===== config.mk =====
export PLATFORM = sky130hd
export DESIGN_NAME = strobed_reflective_sensor_filter_flat
export DESIGN_NICKNAME = d
export VERILOG_FILES = /design/src/rtl/srsf_pkg.sv /design/src/rtl/srsf_if.sv /design/src/rtl/srsf_cdiv.sv /design/src/rtl/srsf_lane.sv /design/src/rtl/strobed_reflective_sensor_filter.sv /design/src/flat_wrapper.sv
export SDC_FILE = /design/constraint.sdc
export NUM_CORES = 2
export LEC_CHECK = 0
export BUFFER_PORTS_ARGS = -buffer_cell sky130_fd_sc_hd__clkbuf_2
export CAP_MARGIN = 40
export CORE_MARGIN = 5
export CORE_UTILIZATION = 55
export CTS_CLUSTER_SIZE = 8
export DETAILED_ROUTE_END_ITERATION = 8
export PLACE_DENSITY = 0.76
export SLEW_MARGIN = 20
export SYNTH_ARGS = -nofsm -noshare
export SYNTH_HDL_FRONTEND = slang
export SYNTH_SLANG_ARGS = --single-unit

===== constraint.sdc =====
create_clock -name clock -period 24.5 [get_ports clock]
set_input_delay 0 -clock clock [delete_from_list [all_inputs] [get_ports clock]]
set_output_delay 0 -clock clock [all_outputs]
set_load 0.01 [all_outputs]

===== src/rtl/srsf_pkg.sv =====
// Shared types and constants of the strobed reflective sensor filter.
// Holds the channel payloads, the lane control bundle, phase and LED codes.
// No dependencies; srsf_if, srsf_lane and the top level use this package.
package srsf_pkg;

   localparam int CHANNELS    = 4;
   localparam int FIELD_BITS  = 12;
   localparam logic [FIELD_BITS-1:0] FIELD_MAX = '1;

   // IIR filter: f = floor((17*d + 3*f_prev) / 20).
   localparam int IIR_NEW_GAIN = 17;
   localparam int IIR_OLD_GAIN = 3;
   localparam int IIR_DIV      = 20;

   // Register stages inside one lane ahead of the result register.
   localparam int LANE_STAGES = 4;

   // Sensors 0 and 1 sit under emitter pair A, the rest under pair B.
   localparam int LIT_A_LANES = 2;

   localparam int PHASE_W = 2;
   localparam logic [PHASE_W-1:0] PHASE_LEAD  = 2'd0;
   localparam logic [PHASE_W-1:0] PHASE_LIT_A = 2'd1;
   localparam logic [PHASE_W-1:0] PHASE_LIT_B = 2'd2;
   localparam logic [PHASE_W-1:0] PHASE_DARK  = 2'd3;

   localparam int LED_A_BIT = 0;
   localparam int LED_B_BIT = 1;
   localparam logic [1:0] LED_OFF    = 2'b00;
   localparam logic [1:0] LED_PAIR_A = 2'b01;
   localparam logic [1:0] LED_PAIR_B = 2'b10;

   typedef struct packed {
      logic [FIELD_BITS-1:0] reading_sensor0;
      logic [FIELD_BITS-1:0] reading_sensor1;
      logic [FIELD_BITS-1:0] reading_sensor2;
      logic [FIELD_BITS-1:0] reading_sensor3;
   } srsf_req_type;

   typedef struct packed {
      logic                  drive_pair_a;
      logic                  drive_pair_b;
      logic                  frame_done;
      logic [FIELD_BITS-1:0] level_sensor0;
      logic [FIELD_BITS-1:0] level_sensor1;
      logic [FIELD_BITS-1:0] level_sensor2;
      logic [FIELD_BITS-1:0] level_sensor3;
   } srsf_rsp_type;

   typedef struct packed {
      logic                   capture;
      logic [LANE_STAGES-1:0] adv;
      logic                   hist_update;
      logic                   level_update;
      logic                   level_pick;
   } srsf_lane_ctl_type;

endpackage


===== src/rtl/srsf_if.sv =====
// Valid/ready channel interfaces for the request and response items.
// Depends on srsf_pkg for the payload types.
interface srsf_req_if;
   logic                 valid;
   logic                 ready;
   srsf_pkg::srsf_req_type payload;

   modport source (output valid, output payload, input ready);
   modport sink (input valid, input payload, output ready);
endinterface

interface srsf_rsp_if;
   logic                 valid;
   logic                 ready;
   srsf_pkg::srsf_rsp_type payload;

   modport source (output valid, output payload, input ready);
   modport sink (input valid, input payload, output ready);
endinterface


===== src/rtl/srsf_cdiv.sv =====
// Division by a constant through a registered reciprocal multiplication.
// The quotient is exact for every dividend of IN_W bits. Depends on nothing.
module srsf_cdiv #(
   parameter int IN_W    = 17,
   parameter int OUT_W   = 12,
   parameter int DIVISOR = 20
) (
   input  logic             clock,
   input  logic             enable,
   input  logic [IN_W-1:0]  dividend,
   output logic [OUT_W-1:0] quotient
);

   localparam int DIV_BITS = $clog2(DIVISOR);
   localparam int SHIFT    = IN_W + DIV_BITS;
   localparam int M_W      = IN_W + 1;
   localparam int PROD_W   = IN_W + M_W;
   localparam logic [63:0] RECIP_FULL =
      ((64'd1 << SHIFT) + 64'(DIVISOR) - 64'd1) / 64'(DIVISOR);
   localparam logic [M_W-1:0] RECIP = RECIP_FULL[M_W-1:0];

   logic [PROD_W-1:0] prod_ff;

   always_ff @(posedge clock) begin
      if (enable) begin
         prod_ff <= {{M_W{1'b0}}, dividend} * {{IN_W{1'b0}}, RECIP};
      end
   end

   assign quotient = prod_ff[SHIFT +: OUT_W];

endmodule


===== src/rtl/srsf_lane.sv =====
// One sensor lane: ambient cancellation, IIR filter, moving average, level hold.
// Depends on srsf_pkg and srsf_cdiv.
module srsf_lane #(
   parameter int SAMPLE_BITS = 12,
   parameter int HISTORY_LEN = 5
) (
   input  logic                            clock,
   input  logic                            reset,
   input  srsf_pkg::srsf_lane_ctl_type     ctl,
   input  logic [SAMPLE_BITS-1:0]          sample,
   output logic [SAMPLE_BITS-1:0]          level
);
   import srsf_pkg::*;

   localparam int NUM_W   = SAMPLE_BITS + $clog2(IIR_DIV);
   localparam int SUM_W   = SAMPLE_BITS + $clog2(HISTORY_LEN);
   localparam int WIN_LEN = HISTORY_LEN - 2;
   localparam int KEEP    = (WIN_LEN > 0) ? WIN_LEN : 1;

   logic [SAMPLE_BITS-1:0] lit_ff;
   logic [SAMPLE_BITS-1:0] dark_ff;
   logic [SAMPLE_BITS-1:0] hist_ff [KEEP];
   logic [SUM_W-1:0]       win_ff;
   logic [SUM_W-1:0]       win_in;
   logic [SUM_W-1:0]       sum_ff;
   logic [SUM_W-1:0]       sum_in;
   logic [SAMPLE_BITS-1:0] hold_ff;
   logic [SAMPLE_BITS-1:0] diff;
   logic [NUM_W-1:0]       num;
   logic [SAMPLE_BITS-1:0] filt;
   logic [SAMPLE_BITS-1:0] avg;

   always_comb begin
      diff = (lit_ff >= dark_ff) ? (lit_ff - dark_ff) : (dark_ff - lit_ff);
      num  = NUM_W'(diff) * NUM_W'(IIR_NEW_GAIN) + NUM_W'(hist_ff[0]) * NUM_W'(IIR_OLD_GAIN);
   end

   srsf_cdiv #(
      .IN_W    (NUM_W),
      .OUT_W   (SAMPLE_BITS),
      .DIVISOR (IIR_DIV)
   ) u_iir_div (
      .clock    (clock),
      .enable   (ctl.adv[1]),
      .dividend (num),
      .quotient (filt)
   );

   // The window holds the sum of the newest WIN_LEN past filter outputs.
   always_comb begin
      sum_in = (SUM_W'(filt) << 1) + win_ff;
      if (WIN_LEN > 0) begin
         win_in = win_ff + SUM_W'(filt) - SUM_W'(hist_ff[KEEP-1]);
      end else begin
         win_in = '0;
      end
   end

   always_ff @(posedge clock) begin
      if (ctl.adv[0]) begin
         dark_ff <= sample;
      end
      if (ctl.adv[2]) begin
         sum_ff <= sum_in;
      end
   end

   always_ff @(posedge clock) begin
      if (reset) begin
         lit_ff  <= '0;
         win_ff  <= '0;
         hold_ff <= '0;
         for (int k = 0; k < KEEP; k++) begin
            hist_ff[k] <= '0;
         end
      end else begin
         if (ctl.capture) begin
            lit_ff <= sample;
         end
         if (ctl.hist_update) begin
            for (int k = KEEP - 1; k > 0; k--) begin
               hist_ff[k] <= hist_ff[k-1];
            end
            hist_ff[0] <= filt;
            win_ff     <= win_in;
         end
         if (ctl.level_update) begin
            hold_ff <= avg;
         end
      end
   end

   srsf_cdiv #(
      .IN_W    (SUM_W),
      .OUT_W   (SAMPLE_BITS),
      .DIVISOR (HISTORY_LEN)
   ) u_avg_div (
      .clock    (clock),
      .enable   (ctl.adv[3]),
      .dividend (sum_ff),
      .quotient (avg)
   );

   assign level = ctl.level_pick ? avg : hold_ff;

endmodule


===== src/rtl/strobed_reflective_sensor_filter.sv =====
// Strobed reflective sensor filter, top level: phase sequencer, LED drive,
// sensor lanes and the result register that merges them.
// Depends on srsf_pkg, srsf_if and srsf_lane.
//
// Each item is one conversion of four reflective sensors, and each item
// returns exactly one result item. A four-item frame lights emitter pair A,
// stores the lit readings of sensors 0 and 1 while pair B is lit, stores
// sensors 2 and 3 with both pairs off, and on the fourth item takes the dark
// readings and updates the averaged levels (frame_done is then 1). The block
// accepts one item per clock cycle when the result side keeps up. An accepted
// item passes through the four lane stages (sample capture, reciprocal
// multiply of the difference and IIR sum for the divide by 20, average sum,
// reciprocal multiply for the divide by HISTORY_LEN) and then the result
// register; the first stage loads at the edge that accepts the item.
// Stalls on the result side back up the stages one at a time, so empty stages
// still take new items. There is no reset sweep.
module strobed_reflective_sensor_filter #(
   parameter int NUM_SENSORS = 4,
   parameter int HISTORY_LEN = 5,
   parameter int SAMPLE_BITS = 12
) (
   input  logic      clock,
   input  logic      reset,
   srsf_req_if.sink   req_chan,
   srsf_rsp_if.source rsp_chan
);
   import srsf_pkg::*;

   localparam int ACTIVE = (NUM_SENSORS < CHANNELS) ? NUM_SENSORS : CHANNELS;

   logic [PHASE_W-1:0]     phase_ff;
   logic [1:0]             led_ff;
   logic [1:0]             led_in;
   logic                   accept;
   logic [LANE_STAGES-1:0] vld_ff;
   logic [LANE_STAGES-1:0] frame_ff;
   logic [1:0]             led_pipe_ff [LANE_STAGES];
   logic [LANE_STAGES-1:0] adv;
   logic                   adv_out;
   logic                   rsp_valid_ff;
   srsf_rsp_type           rsp_payload_ff;
   srsf_rsp_type           rsp_in;
   logic [FIELD_BITS-1:0]  reading [CHANNELS];
   logic [SAMPLE_BITS-1:0] lane_level [CHANNELS];
   logic [FIELD_BITS-1:0]  level_sat [CHANNELS];

   assign reading[0] = req_chan.payload.reading_sensor0;
   assign reading[1] = req_chan.payload.reading_sensor1;
   assign reading[2] = req_chan.payload.reading_sensor2;
   assign reading[3] = req_chan.payload.reading_sensor3;

   // A stage takes new contents when it is empty or its contents move on.
   always_comb begin
      adv_out = !rsp_valid_ff || rsp_chan.ready;
      adv[LANE_STAGES-1] = !vld_ff[LANE_STAGES-1] || adv_out;
      for (int k = LANE_STAGES - 2; k >= 0; k--) begin
         adv[k] = !vld_ff[k] || adv[k+1];
      end
   end

   assign req_chan.ready = adv[0];
   assign accept         = req_chan.valid && adv[0];

   always_comb begin
      case (phase_ff)
         PHASE_LEAD: begin
            led_in = LED_PAIR_A;
         end
         PHASE_LIT_A: begin
            led_in = LED_PAIR_B;
         end
         PHASE_LIT_B: begin
            led_in = LED_OFF;
         end
         default: begin
            led_in = led_ff;
         end
      endcase
   end

   always_ff @(posedge clock) begin
      if (reset) begin
         phase_ff     <= PHASE_LEAD;
         led_ff       <= LED_OFF;
         vld_ff       <= '0;
         rsp_valid_ff <= 1'b0;
      end else begin
         if (accept) begin
            phase_ff <= phase_ff + PHASE_W'(1);
            led_ff   <= led_in;
         end
         if (adv[0]) begin
            vld_ff[0] <= req_chan.valid;
         end
         for (int k = 1; k < LANE_STAGES; k++) begin
            if (adv[k]) begin
               vld_ff[k] <= vld_ff[k-1];
            end
         end
         if (adv_out) begin
            rsp_valid_ff <= vld_ff[LANE_STAGES-1];
         end
      end
   end

   always_ff @(posedge clock) begin
      if (adv[0]) begin
         frame_ff[0]    <= (phase_ff == PHASE_DARK);
         led_pipe_ff[0] <= led_in;
      end
      for (int k = 1; k < LANE_STAGES; k++) begin
         if (adv[k]) begin
            frame_ff[k]    <= frame_ff[k-1];
            led_pipe_ff[k] <= led_pipe_ff[k-1];
         end
      end
      if (adv_out) begin
         rsp_payload_ff <= rsp_in;
      end
   end

   for (genvar ch = 0; ch < CHANNELS; ch++) begin : g_lane
      if (ch < ACTIVE) begin : g_active
         srsf_lane_ctl_type ctl;

         always_comb begin
            ctl.capture = accept &&
               (((phase_ff == PHASE_LIT_A) && (ch < LIT_A_LANES)) ||
                ((phase_ff == PHASE_LIT_B) && (ch >= LIT_A_LANES)));
            ctl.adv          = adv;
            ctl.hist_update  = adv[2] && vld_ff[1] && frame_ff[1];
            ctl.level_update = adv_out && vld_ff[LANE_STAGES-1] && frame_ff[LANE_STAGES-1];
            ctl.level_pick   = frame_ff[LANE_STAGES-1];
         end

         srsf_lane #(
            .SAMPLE_BITS (SAMPLE_BITS),
            .HISTORY_LEN (HISTORY_LEN)
         ) u_lane (
            .clock  (clock),
            .reset  (reset),
            .ctl    (ctl),
            .sample (SAMPLE_BITS'(reading[ch])),
            .level  (lane_level[ch])
         );
      end else begin : g_unused
         assign lane_level[ch] = '0;
      end

      assign level_sat[ch] = (|(lane_level[ch] >> FIELD_BITS)) ? FIELD_MAX
                                                                 : FIELD_BITS'(lane_level[ch]);
   end

   always_comb begin
      rsp_in.drive_pair_a  = led_pipe_ff[LANE_STAGES-1][LED_A_BIT];
      rsp_in.drive_pair_b  = led_pipe_ff[LANE_STAGES-1][LED_B_BIT];
      rsp_in.frame_done    = frame_ff[LANE_STAGES-1];
      rsp_in.level_sensor0 = level_sat[0];
      rsp_in.level_sensor1 = level_sat[1];
      rsp_in.level_sensor2 = level_sat[2];
      rsp_in.level_sensor3 = level_sat[3];
   end

   assign rsp_chan.valid   = rsp_valid_ff;
   assign rsp_chan.payload = rsp_payload_ff;

endmodule

===== src/flat_wrapper.sv =====
// flat-port wrapper written by rule: the top's interface ports become plain ports
module strobed_reflective_sensor_filter_flat import srsf_pkg::*;
#(
   parameter int NUM_SENSORS = 4,
   parameter int HISTORY_LEN = 5,
   parameter int SAMPLE_BITS = 12
)
  (clock, reset, req_chan_valid, req_chan_payload, req_chan_ready, rsp_chan_valid, rsp_chan_payload, rsp_chan_ready);
  srsf_req_if req_chan_i ();
  srsf_rsp_if rsp_chan_i ();
  input  logic clock;
  input  logic reset;
  input wire logic [$bits(req_chan_i.valid)-1:0] req_chan_valid;
  input wire logic [$bits(req_chan_i.payload)-1:0] req_chan_payload;
  output wire logic [$bits(req_chan_i.ready)-1:0] req_chan_ready;
  output wire logic [$bits(rsp_chan_i.valid)-1:0] rsp_chan_valid;
  output wire logic [$bits(rsp_chan_i.payload)-1:0] rsp_chan_payload;
  input wire logic [$bits(rsp_chan_i.ready)-1:0] rsp_chan_ready;
  assign req_chan_i.valid = req_chan_valid;
  assign req_chan_i.payload = req_chan_payload;
  assign req_chan_ready = req_chan_i.ready;
  assign rsp_chan_valid = rsp_chan_i.valid;
  assign rsp_chan_payload = rsp_chan_i.payload;
  assign rsp_chan_i.ready = rsp_chan_ready;
  strobed_reflective_sensor_filter #(.NUM_SENSORS(NUM_SENSORS), .HISTORY_LEN(HISTORY_LEN), .SAMPLE_BITS(SAMPLE_BITS)) u_core (.clock(clock), .reset(reset), .req_chan(req_chan_i), .rsp_chan(rsp_chan_i));
endmodule

==> metrics.txt <==
# TYPE chip_impl_metric gauge
chip_impl_metric{name="critPathRequiredTime",unit="ns"} 24.91
chip_impl_metric{name="port_buffers",unit=""} 104
chip_impl_metric{name="clock_tree.htree_level_count",unit=""} 3
chip_impl_metric{name="nFillCells",unit=""} 9943
chip_impl_metric{name="floorplan.die.width",unit="µm"} 360
chip_impl_metric{name="timing.reg2reg.worst_path_depth",unit=""} 45
chip_impl_metric{name="cts_hold_buf",unit=""} 51
chip_impl_metric{name="finalCritPeriodShare",unit="%"} 48.7
chip_impl_info{name="crit_type",value="flip-flop to flip-flop"} 1
chip_impl_metric{name="route.detailed.vias_per_inst",unit=""} 5.31
chip_impl_metric{name="path_max_fanout",unit=""} 12
chip_impl_metric{name="detailed_place_hpwl",unit="mm"} 118
chip_impl_metric{name="first_iter_violations",unit=""} 2342
chip_impl_metric{name="timing.fmax",unit="MHz"} 83.8
chip_impl_metric{name="grt_pass1_wl",unit="mm"} 240
chip_impl_metric{name="seq_area_frac_synth",unit="%"} 23.3
chip_impl_metric{name="synth_async_sr_flop_share",unit="%"} 0
chip_impl_metric{name="ioPinCount",unit=""} 105
chip_impl_metric{name="postSynthAreaPerCell",unit="µm²"} 10.1
chip_impl_metric{name="cts_inserted_buffers",unit=""} 84
chip_impl_metric{name="placed_cell_area",unit="mm²"} 0.0697
chip_impl_metric{name="post-route-drc-count",unit=""} 0
chip_impl_metric{name="worst-slew-pin-transition",unit="ns"} 0.793
chip_impl_metric{name="final_layout_size_suffix_gt1_share",unit="%"} 4.75
chip_impl_metric{name="synth.net_count",unit=""} 8752
chip_impl_metric{name="dr_total_vias",unit=""} 45100
chip_impl_metric{name="synth_cell_types",unit=""} 75
chip_impl_info{name="unrepaired_setup_endpoints_after_global_routing",value="no"} 1
chip_impl_metric{name="synth-seq-cells",unit=""} 576
chip_impl_metric{name="clock_sink_count",unit=""} 576
chip_impl_metric{name="crit_path_max_incr_delay",unit="ns"} 0.50
chip_impl_metric{name="arrival_worst_endpoint",unit="ns"} 12.34
chip_impl_info{name="crit_slowest_cell",value="xor2_1"} 1
chip_impl_metric{name="finalCriticalPeriod",unit="ns"} 11.94
chip_impl_metric{name="clock_path_buffers",unit=""} 3
chip_impl_metric{name="hold_viol",unit=""} 0
chip_impl_metric{name="floorplan.die.height",unit="µm"} 360
chip_impl_info{name="clock_tree.root_cell",value="clkbuf_16"} 1
chip_impl_metric{name="timing.setup.tns",unit="ns"} 0
chip_impl_metric{name="grt_start_max_net_pins",unit=""} 81
chip_impl_info{name="worst_hold_path_type",value="input pin to flip-flop"} 1
chip_impl_metric{name="placementRows",unit=""} 128
chip_impl_metric{name="synthesis.area",unit="mm²"} 0.0672
chip_impl_metric{name="antennaDiodeCount",unit=""} 0
chip_impl_metric{name="postCtsResizedCells",unit=""} 0
chip_impl_metric{name="synth.yosys.warnings",unit=""} 0
chip_impl_metric{name="grt_overflow",unit=""} 0
chip_impl_metric{name="postRouteWirelength",unit="mm"} 142
chip_impl_info{name="start_kind",value="flip-flop"} 1
chip_impl_metric{name="cts_clock_pin_slew_for_the_worst_setup_and_hold_paths",unit="ns"} 0.06
chip_impl_metric{name="area.growth.synth_to_final",unit="%"} 8.43
chip_impl_metric{name="grt_use_total",unit="%"} 22.3
chip_impl_metric{name="synth_enable_flop_cells",unit=""} 411
chip_impl_metric{name="finalClockSkew",unit="ns"} 0.0200
chip_impl_metric{name="cts_setup_buffers",unit=""} 0
chip_impl_metric{name="max-cap-violations",unit=""} 0
chip_impl_metric{name="antenna_violations_before_repair",unit=""} 0
chip_impl_metric{name="final_max_slew_viol_count",unit=""} 0
chip_impl_info{name="tritoncts",value="built"} 1
chip_impl_metric{name="timing.max_slew.rel_slack",unit="%"} 46.8
chip_impl_info{name="synth_top_flop_cell",value="edfxtp_1"} 1
chip_impl_info{name="critical_path_end_type",value="flip-flop"} 1
chip_impl_metric{name="drt_pre_antenna_iters",unit=""} 5
chip_impl_metric{name="die_area",unit="mm²"} 0.129
chip_impl_metric{name="design_area",unit="mm²"} 0.0729
chip_impl_metric{name="synth_cells",unit=""} 6634
chip_impl_metric{name="globalplace.congestion",unit=""} 0.944
chip_impl_info{name="run_status",value="finished, final reports clean"} 1
chip_impl_metric{name="finalSetupViolations",unit=""} 0
chip_impl_metric{name="clkLatencyLatePin",unit="ns"} 0.65
chip_impl_metric{name="worstHoldPathCells",unit=""} 2
chip_impl_metric{name="wire_per_inst",unit="µm"} 16.7
chip_impl_metric{name="grt_pass1_vias",unit=""} 48200
chip_impl_metric{name="route.antenna.remaining_nets",unit=""} 0
chip_impl_metric{name="core-area",unit="mm²"} 0.122
chip_impl_metric{name="fin_nets",unit=""} 8920
chip_impl_metric{name="slack_of_the_worst_reg_to_reg_path",unit="ns"} 12.56
chip_impl_metric{name="initial_util",unit="%"} 55.3
[cells by family (layout without fill, tap and decap cells)]
kind of cell | count (synthesis) | in the layout | share of synthesized area, %
adder cells (fa/ha/maj) | 2066 | 2066 | 46.3
AND/OR/NAND/NOR | 1025 | 1025 | 7.17
flip-flops | 576 | 576 | 23.3
buffers and inverters | 1658 | 1894 | 9.26
multiplexers | 87 | 87 | 1.40
XOR/XNOR | 336 | 336 | 4.38
AO/OA/AOI/OAI | 886 | 886 | 8.21
[layer usage]
| layer | share of wire, % | vias to the layer above | GRT usage (%) |
|---|---|---|---|
| met5 | 0 | - | 0 |
| met4 | 2.5 | 0 | 5.81 |
| met3 | 4.8 | 215 | 3.42 |
| met2 | 47 | 887 | 37.5 |
| met1 | 46 | 21900 | 30.6 |
| li1 | - | 22000 | - |
[worst max-delay path: cells and delay by family, from the launching register on]
kind | cells | cell delay, ns
flops | 1 | 0.32
simple gates | 9 | 1.41
buf+inv | 6 | 0.33
xor+xnor | 3 | 0.90
fa+ha+maj | 14 | 5.39
mux | 1 | 0.37
compound gates | 12 | 2.95
[path summary, 6_finish.rpt]
path | start | endpoint
setup / recovery | u_core.g_lane[3].g_active.u_lane.lit_ff[0] | flip-flop
setup reg to reg | u_core.g_lane[3].g_active.u_lane.lit_ff[0] | flip-flop
hold reg to reg | u_core.led_pipe_ff[3][0] | u_core.rsp_chan.payload[50]
hold / removal | req_chan_payload[11] | u_core.g_lane[3].g_active.u_lane.dark_ff[11]
[registers in the layout, indices dropped and copies added (netlist names), 4 cells and up]
name	cells
u_core.frame_ff	4
u_core.g_lane.g_active.u_lane.dark_ff	48
u_core.g_lane.g_active.u_lane.hist_ff	144
u_core.g_lane.g_active.u_lane.hold_ff	48
u_core.g_lane.g_active.u_lane.lit_ff	48
u_core.g_lane.g_active.u_lane.sum_ff	60
u_core.g_lane.g_active.u_lane.u_avg_div.prod_ff	48
u_core.g_lane.g_active.u_lane.u_iir_div.prod_ff	48
u_core.g_lane.g_active.u_lane.win_ff	60
u_core.led_pipe_ff	8
u_core.rsp_chan.payload	51
u_core.vld_ff	4
[synthesized netlist by cell type, types with 7 or more instances]
cell type  count  area share, %
inv_1       1551            8.7
ha_1        1365             25
fa_1         701             21
edfxtp_1     411             18
nand2_1      404            2.3
a21oi_1      360            2.7
xnor2_1      222            2.9
dfxtp_1      165            4.9
nor2_1       163           0.91
a21o_1       148            1.7
nor3_1       135            1.0
xor2_1       114            1.5
o21ai_0      108           0.80
clkbuf_1      98           0.55
and2_1        82           0.76
mux2_2        56           0.94
nand3_1       47           0.35
nor2b_1       44           0.41
nand2b_1      43           0.40
o21a_1        42           0.47
a31oi_1       35           0.33
o21bai_1      31           0.35
mux2i_1       30           0.45
o21ai_1       28           0.21
and3_1        23           0.21
nand4_1       23           0.21
a211oi_1      21           0.23
or3_1         16           0.15
or2_2         15           0.14
a41oi_1       11           0.14
o211ai_1      11           0.12
and4_1         9           0.12
o41ai_1        9           0.12
a21boi_0       8          0.089
a211o_1        7          0.091
[cells in the final DEF (no fill, tap or decap), types with 83 or more instances in the layout]
cell type	count
a21o_1	148
a21oi_1	360
and2_1	83
clkbuf_16	87
clkbuf_2	103
dfxtp_1	165
edfxtp_1	411
fa_1	701
ha_1	1365
inv_1	1549
nand2_1	402
nor2_1	162
nor3_1	135
o21ai_0	108
xnor2_1	222
xor2_1	114
[area by class of cell]
type	instances	area [µm²]	area share, %
Multi-Input combinational cell	4400	45400	62.3
Sequential cell	576	15600	21.5
Inverter	1552	5830	8.00
Clock buffer	146	2430	3.33
Tap cell	1625	2030	2.79
Timing Repair Buffer	188	1460	2.00
Clock inverter	8	93.8	0.129
[per-stage QoR]
| stage | cells | setup slack [ns] | util [%] | hold WS (ns) |
|---|---|---|---|---|
| 2_1_floorplan | 6634 | 13.63 | - | 0.0989 |
| 3_3_place_gp | 8277 | 12.88 | 57.2 | 0.192 |
| 3_5_place_dp | 8283 | 12.58 | 57.4 | 0.194 |
| 4_1_cts | 8488 | 12.59 | 59.8 | 0.0145 |
| 5_1_grt | 8495 | 11.86 | 59.9 | 0.0712 |
| 6_report | 8495 | 12.56 | 59.9 | 0.0913 |
Power is not shown: default switching activity piles up to over one toggle a cycle in this logic, so the estimate is an artifact.
